[config.mk]
export PLATFORM = sky130hd
export DESIGN_NAME = input_change_event_scanner_flat
export DESIGN_NICKNAME = d
export VERILOG_FILES = /design/src/design/ices_pkg.sv /design/src/design/ices_snap_if.sv /design/src/design/ices_event_if.sv /design/src/design/input_change_event_scanner.sv /design/src/design/ices_scan.sv /design/src/design/ices_out_stage.sv /design/src/flat_wrapper.sv
export SDC_FILE = /design/constraint.sdc
export NUM_CORES = 1
export LEC_CHECK = 0
export CAP_MARGIN = 10
export CORE_AREA = 2 2 112 114
export DETAILED_ROUTE_END_ITERATION = 16
export DIE_AREA = 0 0 114 116
export DONT_BUFFER_PORTS = 1
export PLACE_DENSITY_LB_ADDON = 0.3
export SYNTH_ARGS = -nofsm -noshare
export SYNTH_HDL_FRONTEND = slang
export SYNTH_HIERARCHICAL = 1
export SYNTH_SLANG_ARGS = --single-unit
[constraint.sdc]
create_clock -name clk -period 2.48 [get_ports clk]
set_clock_uncertainty 0.05 [all_clocks]
set_input_delay 0.496 -clock clk [delete_from_list [all_inputs] [get_ports clk]]
set_output_delay 0.496 -clock clk [all_outputs]
set_load 0.02 [all_outputs]
[src/design/ices_pkg.sv]
// shared constants, codes and types of the input change event scanner
package ices_pkg;

    // sensor lanes; the snapshot word carries at most sixteen levels
    localparam int SensorCount = 16;
    localparam int LevelWidth  = 16;
    localparam int TimeWidth   = 32;
    localparam int IndexWidth  = 4;
    localparam int KindWidth   = 2;
    localparam int PortWidth   = 2;
    localparam int LaneCount   = (SensorCount > LevelWidth) ? LevelWidth :
                                 ((SensorCount < 1) ? 0 : SensorCount);
    localparam logic [LevelWidth-1:0] LaneMask =
        LevelWidth'((LevelWidth+1)'(1) << LaneCount) - LevelWidth'(1);

    // event kind codes
    localparam logic [KindWidth-1:0] KIND_FIRST  = 2'd0;
    localparam logic [KindWidth-1:0] KIND_MOTION = 2'd1;
    localparam logic [KindWidth-1:0] KIND_CLEAR  = 2'd2;

    // expander port codes
    localparam logic [PortWidth-1:0] PORT_LOW  = 2'd1;
    localparam logic [PortWidth-1:0] PORT_HIGH = 2'd2;

    // scan sequencer states
    typedef enum logic {
        ST_IDLE,
        ST_SCAN
    } scan_state_t;

    // one event as it leaves the block
    typedef struct packed {
        logic [KindWidth-1:0]  event_kind;
        logic [IndexWidth-1:0] sensor_index;
        logic                  level_now;
        logic [PortWidth-1:0]  port_number;
        logic [TimeWidth-1:0]  event_time_ms;
        logic                  last_event;
    } event_t;

    // event beat from the scanner to the output stage
    typedef struct packed {
        logic   valid;
        event_t ev;
    } beat_t;

endpackage

[src/design/ices_snap_if.sv]
// snapshot channel: sensor levels and timestamp with valid/ready
interface ices_snap_if;
    import ices_pkg::*;

    logic                  valid;
    logic                  ready;
    logic [LevelWidth-1:0] sensor_levels;
    logic [TimeWidth-1:0]  sample_time_ms;

    modport source (output valid, output sensor_levels, output sample_time_ms, input ready);
    modport sink   (input valid, input sensor_levels, input sample_time_ms, output ready);
endinterface

[src/design/ices_event_if.sv]
// event channel: one change event per beat with valid/ready
interface ices_event_if;
    import ices_pkg::*;

    logic                  valid;
    logic                  ready;
    logic [KindWidth-1:0]  event_kind;
    logic [IndexWidth-1:0] sensor_index;
    logic                  level_now;
    logic [PortWidth-1:0]  port_number;
    logic [TimeWidth-1:0]  event_time_ms;
    logic                  last_event;

    modport source (output valid, output event_kind, output sensor_index, output level_now,
                    output port_number, output event_time_ms, output last_event,
                    input ready);
    modport sink   (input valid, input event_kind, input sensor_index, input level_now,
                    input port_number, input event_time_ms, input last_event,
                    output ready);
endinterface

[src/design/input_change_event_scanner.sv]
// top level of the input change event scanner
//
//  channel | dir | beat contents
//  --------+-----+----------------------------------------------------------
//  snap    | in  | sensor_levels, sample_time_ms
//  evt     | out | event_kind, sensor_index, level_now, port_number,
//          |     | event_time_ms, last_event
//
// a snapshot with changes is scanned over all sixteen lanes, one sensor lane per
// cycle, holding a changed lane while the event sink stalls; a snapshot without
// changes leaves the scanner idle. the next snapshot is taken the cycle after the
// scan ends. the event output register lets the last event wait while a new snapshot
// is accepted. reset clears the previous levels and sticky first-detection flags.
module input_change_event_scanner (
    input  logic         clk,
    input  logic         rst_n,
    ices_snap_if.sink    snap,
    ices_event_if.source evt
);
    import ices_pkg::*;

    beat_t emit;
    logic  slot_free;

    // lane scanner
    ices_scan u_scan (
        .clk       (clk),
        .rst_n     (rst_n),
        .snap      (snap),
        .emit      (emit),
        .slot_free (slot_free)
    );

    // event output register
    ices_out_stage u_out (
        .clk       (clk),
        .rst_n     (rst_n),
        .emit      (emit),
        .slot_free (slot_free),
        .evt       (evt)
    );

endmodule

[src/design/ices_scan.sv]
// bit-serial change scanner: shifts diff, level and sticky flags one lane per cycle unless a changed lane stalls
module ices_scan (
    input  logic           clk,
    input  logic           rst_n,
    ices_snap_if.sink      snap,
    output ices_pkg::beat_t emit,
    input  logic           slot_free
);
    import ices_pkg::*;

    scan_state_t           state_reg, state_next;
    logic [IndexWidth-1:0] idx_reg;
    logic [LevelWidth-1:0] prev_reg;
    logic [LevelWidth-1:0] act_reg;
    logic [LevelWidth-1:0] diff_reg;
    logic [LevelWidth-1:0] lvl_reg;
    logic [TimeWidth-1:0]  stamp_reg;

    logic                  accept;
    logic [LevelWidth-1:0] now_lvl;
    logic [LevelWidth-1:0] load_diff;
    logic                  cur_diff;
    logic                  cur_lvl;
    logic                  cur_act;
    logic                  step;
    logic                  last_lane;

    // current lane sits at bit zero of each shift register
    assign accept    = snap.valid && snap.ready;
    assign now_lvl   = snap.sensor_levels & LaneMask;
    assign load_diff = (now_lvl ^ prev_reg) & LaneMask;
    assign cur_diff  = diff_reg[0];
    assign cur_lvl   = lvl_reg[0];
    assign cur_act   = act_reg[0];
    assign step      = (state_reg == ST_SCAN) && !(cur_diff && !slot_free);
    assign last_lane = (idx_reg == IndexWidth'(LevelWidth - 1));

    // next state
    always_comb
    begin
        state_next = state_reg;
        case (state_reg)
            ST_IDLE:
            begin
                if (accept && (load_diff != '0))
                    state_next = ST_SCAN;
            end
            ST_SCAN:
            begin
                if (step && last_lane)
                    state_next = ST_IDLE;
            end
            default: state_next = ST_IDLE;
        endcase
    end

    // outputs of the sequencer
    always_comb
    begin
        snap.ready = 1'b0;
        emit       = '0;
        case (state_reg)
            ST_IDLE:
            begin
                snap.ready = 1'b1;
            end
            ST_SCAN:
            begin
                emit.valid = cur_diff && slot_free;
            end
            default:
            begin
                snap.ready = 1'b0;
            end
        endcase
        // event payload for the current lane
        if (cur_diff && cur_lvl && !cur_act)
            emit.ev.event_kind = KIND_FIRST;
        else if (cur_lvl)
            emit.ev.event_kind = KIND_MOTION;
        else
            emit.ev.event_kind = KIND_CLEAR;
        emit.ev.sensor_index  = idx_reg;
        emit.ev.level_now     = cur_lvl;
        emit.ev.port_number   = idx_reg[IndexWidth-1] ? PORT_HIGH : PORT_LOW;
        emit.ev.event_time_ms = stamp_reg;
        emit.ev.last_event    = (diff_reg[LevelWidth-1:1] == '0);
    end

    // control state and sticky flags
    always_ff @(posedge clk or negedge rst_n)
    begin
        if (!rst_n)
        begin
            state_reg <= ST_IDLE;
            idx_reg   <= '0;
            prev_reg  <= '0;
            act_reg   <= '0;
        end
        else
        begin
            state_reg <= state_next;
            if (accept)
            begin
                prev_reg <= now_lvl;
                idx_reg  <= '0;
            end
            else if (step)
            begin
                idx_reg <= idx_reg + IndexWidth'(1);
                // sticky flags rotate once around per scan
                act_reg <= {cur_act | (cur_diff & cur_lvl), act_reg[LevelWidth-1:1]};
            end
        end
    end

    // payload shift registers
    always_ff @(posedge clk)
    begin
        if (accept)
        begin
            diff_reg  <= load_diff;
            lvl_reg   <= now_lvl;
            stamp_reg <= snap.sample_time_ms;
        end
        else if (step)
        begin
            diff_reg <= {1'b0, diff_reg[LevelWidth-1:1]};
            lvl_reg  <= {1'b0, lvl_reg[LevelWidth-1:1]};
        end
    end

endmodule

[src/design/ices_out_stage.sv]
// output register holding one event beat until the sink takes it
module ices_out_stage (
    input  logic            clk,
    input  logic            rst_n,
    input  ices_pkg::beat_t emit,
    output logic            slot_free,
    ices_event_if.source    evt
);
    import ices_pkg::*;

    logic   valid_reg;
    event_t ev_reg;

    // room for a new beat when empty or being drained
    assign slot_free = !valid_reg || evt.ready;

    // valid flag
    always_ff @(posedge clk or negedge rst_n)
    begin
        if (!rst_n)
            valid_reg <= 1'b0;
        else if (emit.valid)
            valid_reg <= 1'b1;
        else if (evt.ready)
            valid_reg <= 1'b0;
    end

    // event payload
    always_ff @(posedge clk)
    begin
        if (emit.valid)
            ev_reg <= emit.ev;
    end

    assign evt.valid         = valid_reg;
    assign evt.event_kind    = ev_reg.event_kind;
    assign evt.sensor_index  = ev_reg.sensor_index;
    assign evt.level_now     = ev_reg.level_now;
    assign evt.port_number   = ev_reg.port_number;
    assign evt.event_time_ms = ev_reg.event_time_ms;
    assign evt.last_event    = ev_reg.last_event;

endmodule

[src/flat_wrapper.sv]
// flat-port wrapper written by rule: the top's interface ports become plain ports
module input_change_event_scanner_flat import ices_pkg::*;
  (clk, rst_n, snap_valid, snap_sensor_levels, snap_sample_time_ms, snap_ready, evt_valid, evt_event_kind, evt_sensor_index, evt_level_now, evt_port_number, evt_event_time_ms, evt_last_event, evt_ready);
  ices_snap_if snap_i ();
  ices_event_if evt_i ();
  input  logic clk;
  input  logic rst_n;
  input wire logic [$bits(snap_i.valid)-1:0] snap_valid;
  input wire logic [$bits(snap_i.sensor_levels)-1:0] snap_sensor_levels;
  input wire logic [$bits(snap_i.sample_time_ms)-1:0] snap_sample_time_ms;
  output wire logic [$bits(snap_i.ready)-1:0] snap_ready;
  output wire logic [$bits(evt_i.valid)-1:0] evt_valid;
  output wire logic [$bits(evt_i.event_kind)-1:0] evt_event_kind;
  output wire logic [$bits(evt_i.sensor_index)-1:0] evt_sensor_index;
  output wire logic [$bits(evt_i.level_now)-1:0] evt_level_now;
  output wire logic [$bits(evt_i.port_number)-1:0] evt_port_number;
  output wire logic [$bits(evt_i.event_time_ms)-1:0] evt_event_time_ms;
  output wire logic [$bits(evt_i.last_event)-1:0] evt_last_event;
  input wire logic [$bits(evt_i.ready)-1:0] evt_ready;
  assign snap_i.valid = snap_valid;
  assign snap_i.sensor_levels = snap_sensor_levels;
  assign snap_i.sample_time_ms = snap_sample_time_ms;
  assign snap_ready = snap_i.ready;
  assign evt_valid = evt_i.valid;
  assign evt_event_kind = evt_i.event_kind;
  assign evt_sensor_index = evt_i.sensor_index;
  assign evt_level_now = evt_i.level_now;
  assign evt_port_number = evt_i.port_number;
  assign evt_event_time_ms = evt_i.event_time_ms;
  assign evt_last_event = evt_i.last_event;
  assign evt_i.ready = evt_ready;
  input_change_event_scanner u_core (.clk(clk), .rst_n(rst_n), .snap(snap_i), .evt(evt_i));
endmodule
[Word-level counts from Yosys, hierarchy flattened]
Index checks and enable logic that the tools add are counted.
Word-level totals
  register bits: 144
  bits in latches: 0
  bits in writable memories: 0
  bits in read-only memories: 0
  output and inout bits: 44
  word-level logic and storage cells: 54
  memories kept: 0
Operators by class
  add/subtract/negate cells: 1
  multipliers: 0
  div/mod/pow operators: 0
  magnitude comparators: 0
  equal/unequal tests: 1
  shift-type cells: 0
  muxes and demuxes: 15
  bitwise operators: 5
  reductions and logical operators: 18
Operators by type and width (number)
  2-to-1 mux 16 bit: 4
  nonzero test 16 bit: 1
  XOR 16 bit: 1
  logical NOT 15 bit: 1
  logical AND 1 bit: 8
  2-to-1 mux 4 bit: 2
  2-to-1 mux 1 bit: 6
  adder 4 x 1 -> 4 bit, second input constant: 1
  == test 4 bit, second input constant: 1
  logical NOT 1 bit: 4
  2-to-1 mux 2 bit: 2
  nonzero test 2 bit: 2
  NOT 1 bit: 2
  case mux 1 bit (2 select lines): 1
  AND reduction 2 bit: 1
  AND 1 bit: 1
  logical OR 1 bit: 1
  OR 1 bit: 1

[Logic depth before layout (Yosys ltp)]
  depth in word-level cells: 9
  gate-level depth with buffers: 7
  depth with buffers taken out: 5

[By module]
Netlist, hierarchy kept.
By module, submodules not included
  ices_scan: instances 1, cells each 294, area an instance 3971.3 sq um
  ices_out_stage: instances 1, cells each 45, area an instance 1308.8 sq um

[Least setup slack after synthesis]
Ideal clock, no wire load.
  kind: input to register
  from: in evt_ready
  to: reg u_core.u_scan.diff_reg[0] (enable)
  setup time: 478 ps
  data arrival time: 1657 ps
  slack: 295 ps
  stages on the path: 6
  path buffers: 2
  path through: nand2b_4 -> nor2b_4 -> nand2b_4 -> buf_6 -> buf_6 -> nand2_1
On the way
  cells in the longest elaborated chain, start to end: 6
RTL lines
  start, declared: line flat_wrapper.sv:19  | input wire logic [$bits(evt_i.ready)-1:0] evt_ready;
  logical OR 1 bit: line ices_out_stage.sv:15  | assign slot_free = !valid_reg || evt.ready;
  logical NOT 1 bit: line ices_scan.sv:35  | assign step = (state_reg == ST_SCAN) && !(cur_diff && !slot_free);
  logical AND 1 bit: line ices_scan.sv:35
  logical NOT 1 bit: line ices_scan.sv:35
  logical AND 1 bit: line ices_scan.sv:35
  nonzero test 2 bit (no line)
  end signal, assigned: line ices_scan.sv:122  | diff_reg <= load_diff;
  end signal, assigned: line ices_scan.sv:128  | diff_reg <= {1'b0, diff_reg[LevelWidth-1:1]};
  end, declared: line ices_scan.sv:15  | logic [LevelWidth-1:0] diff_reg;
Every way passes these cells.
A chain may end at the register's enable or synchronous reset.

[Final worst setup path]
  from: reg u_core.u_out.valid_reg, in the netlist u_core/u_out/evt.valid
  to: reg u_core.u_scan.lvl_reg[3] (enable)
On the way
  cells in the longest elaborated chain, start to end: 7
RTL lines
  start, declared: line ices_out_stage.sv:11  | logic valid_reg;
  start signal, assigned: line ices_out_stage.sv:21  | valid_reg <= 1'b0;
  start signal, assigned: line ices_out_stage.sv:23  | valid_reg <= 1'b1;
  start signal, assigned: line ices_out_stage.sv:25  | valid_reg <= 1'b0;
  logical NOT 1 bit: line ices_out_stage.sv:15
  logical OR 1 bit: line ices_out_stage.sv:15
  net u_core.slot_free: line input_change_event_scanner.sv:23  | logic slot_free;
  logical NOT 1 bit: line ices_scan.sv:35
  logical AND 1 bit: line ices_scan.sv:35
  logical NOT 1 bit: line ices_scan.sv:35
  logical AND 1 bit: line ices_scan.sv:35
  nonzero test 2 bit (no line)
  end signal, assigned: line ices_scan.sv:123  | lvl_reg <= now_lvl;
  end signal, assigned: line ices_scan.sv:129  | lvl_reg <= {1'b0, lvl_reg[LevelWidth-1:1]};
  end, declared: line ices_scan.sv:16  | logic [LevelWidth-1:0] lvl_reg;
The timed path passes the listed nets, and every way through them passes these cells.

==> impl_metrics.yaml <==
setup_path:
  cp.buffers_inverters: 1
  reg2reg_to: "u_core/u_scan/lvl_reg[3]$_DFFE_PP_"
  arrival_ns: 1.94
  cp.depth: 5
  reg2reg_depth: 5
  startpoint_type: "register"
  worst-setup-path-type: "register to register"
  crit_start: "u_core/u_out/evt.valid$_DFFE_PN0P_"
  cp_max_fo: 30
  reg2reg_from: "u_core/u_out/evt.valid$_DFFE_PN0P_"
  crit_required_ns: 2.60
  cp-end-kind: "register"
  r2r_slack_ns: 0.65
  crit_chain: "nand2b_4 > nor2b_4 > nand2b_4 > nand2_1 > buf_12"
  crit_path_end: "u_core/u_scan/lvl_reg[3]$_DFFE_PP_"
  cpLargestDelayFamily: "simple AND/OR/NAND/NOR gates"
  critPathMaxStageDelay_ns: 0.49
  cp_common_cell: "nand2b_4"
  crit_slowest_cell: "dfrtp_1"
pwr:
  total_power_w: 0.00889
  power_density_nw_per_um2: 1460
  p_leak_nw: 2.41
  ir_drop_mv: 0.495
synth:
  syn_area_per_cell_um2: 15.6
  syn_inst: 339
  ys_async_sr_fraction: 0.264
  netlist_area_um2: 5280
  ys_seq_area_frac: 0.783
  synthFlopType: "edfxtp_1"
  synth_seq_cells: 144
  synth_warnings: 6
  synth_edf_count: 106
  synthDistinctLibCells: 30
  synth_fp_nets: 392
timing:
  tightest_slew_ns: 0.564
  period_minus_slack_ns: 1.83
  setup_viol: 0
  slew_headroom: 0.620
  fmax_ghz: 0.548
  finalMaxSlewViolations: 0
  hold-worst-slack_ns: 0.124
  finalSetupTns_ns: 0
  period_share: 0.736
  finalHoldViolations: 0
  grt_setup_unrepaired: "false"
global_routing:
  grt_pass1_wl_um: 12600
  antenna_found_initial: 0
  grt_overflow: 0
  grt_max_degree: 80
  grtUsageTotal: 0.132
  grt_pass1_vias: 2373
routing:
  first_iter_violations: 143
  firstDrtPassIters: 4
  via_count: 2491
  viasPerCell: 4.88
  wl_um: 8020
  drc_errors: 0
  ant_nets: 0
  wl_per_cell_um: 15.7
clocking:
  clk_latency_ns: 0.41
  cts_root_buffer: "clkbuf_16"
  cts_buffer_depth: 2
  cts_tree: "yes"
  cts.clk_slew.worst_paths_ns: 0.06
  cts_sinks: 144
  cts-buffers-inserted: 17
  htree_levels: 4
floorplanning:
  die_y_um: 116
  fp-row-count: 40
  die_area_um2: 13200
  die_x_um: 114
  ios: 96
  start_util: 0.443
  core_um2: 11900
layout:
  drive_above_1_share: 0.152
  area_growth_pct: 15.8
  antenna_cells: 0
  mostFrequentLayoutCell: "edfxtp_1"
  layout_common_cells: "edfxtp_1, nand2_1, dfrtp_1"
  fillerInstances: 991
  utilization: 0.513
  fin_nets: 403
placed_design:
  finalWeightedCongestion: 0.749
  dpl.hpwl_um: 5320
  io_buffers: 0
run_status:
  status: "finished, final reports clean"
worst_hold_path:
  hold_path_startpoint: "snap_sample_time_ms[7]"
  hold_path_class: "primary input to register"
flow_run:
  maxCapViolations: 0
==> area by class of cell <==
type / count / area (µm²) / area share
Sequential cell: 144 / 4130 / 0.676
Clock buffer: 17 / 425 / 0.0696
Tap cell: 147 / 184 / 0.0301
Timing Repair Buffer: 6 / 97.6 / 0.0160
Clock inverter: 15 / 221 / 0.0362
Multi-Input combinational cell: 175 / 1030 / 0.168
Inverter: 6 / 22.5 / 0.00368
==> power breakdown <==
| group | switching (W) | internal (W) |
|---|---|---|
| Clock | 0.000891 | 0.00186 |
| Sequential | 0.000794 | 0.00383 |
| Combinational | 0.000840 | 0.000685 |
==> cells in the mapped netlist, types with 2 or more instances <==
master	number	area, µm²
buf_2	9	45.0
o21ai_0	5	25.0
nand3_1	4	20.0
a21o_1	2	15.0
inv_1	6	22.5
nand2b_4	2	27.5
dfrtp_1	38	951
nand4_1	4	25.0
xnor2_1	16	140
nand2_1	78	293
a21oi_1	17	85.1
mux2_4	11	165
buf_6	2	22.5
nor2_1	16	60.1
edfxtp_1	106	3180
nor4_1	4	25.0
buf_4	2	15.0
mux2_2	4	45.0
mux2i_1	2	20.0
==> how the worst min path moves through the flow <==
stage,to,slack (ns),cells past startpoint
2_1_floorplan,u_core/u_out/evt.valid$_DFFE_PN0P_,0.15,0
3_3_place_gp,u_core/u_out/evt.valid$_DFFE_PN0P_,0.15,0
3_5_place_dp,u_core/u_out/evt.valid$_DFFE_PN0P_,0.15,0
4_1_cts,u_core/u_scan/stamp_reg[7]$_DFFE_PN_,0.10,0
5_1_grt,u_core/u_scan/stamp_reg[13]$_DFFE_PN_,0.1,0
6_report,u_core/u_scan/stamp_reg[7]$_DFFE_PN_,0.12,0
==> cell families after synthesis <==
group	count (synthesis)	share of synthesized area
AOI/OAI and AO/OA	25	0.0246
xor gates and xnor gates	16	0.0265
adders and majority gates	1	0.00237
buffers and inverters	20	0.0227
DFF	144	0.783
muxes	17	0.0436
and+or+nand+nor	116	0.0972
==> metal layers <==
layer,wire length [µm],track usage,part of all wire
met1,3710,0.170,0.46
met2,3430,0.179,0.43
met3,622,0.0628,0.078
met4,252,0.0846,0.031
met5,0,0,0
==> stage by stage <==
stage	area (µm²)	std cells	setup WS, ns
2_1_floorplan	5280	339	0.295
3_3_place_gp	5440	476	0.630
3_5_place_dp	5440	476	0.610
4_1_cts	6110	510	0.657
5_1_grt	6110	510	0.547
6_report	6110	510	0.654
==> worst reg2reg max path, stage by stage, from the launching register on <==
cell      delay (ns)
dfrtp_1         0.49
nand2b_4        0.10
nor2b_4         0.12
nand2b_4        0.36
nand2_1         0.22
buf_12          0.22
==> what timing repair did <==
action | 4_1_cts | 5_1_grt
hold endpoints to repair | 38 | 0
hold buffers | 2 | 0
setup endpoints to repair | 0 | 0
resized for setup | 0 | 0
buffers inserted | 0 | 0
Note: power is estimated with default switching activity, not from simulation.
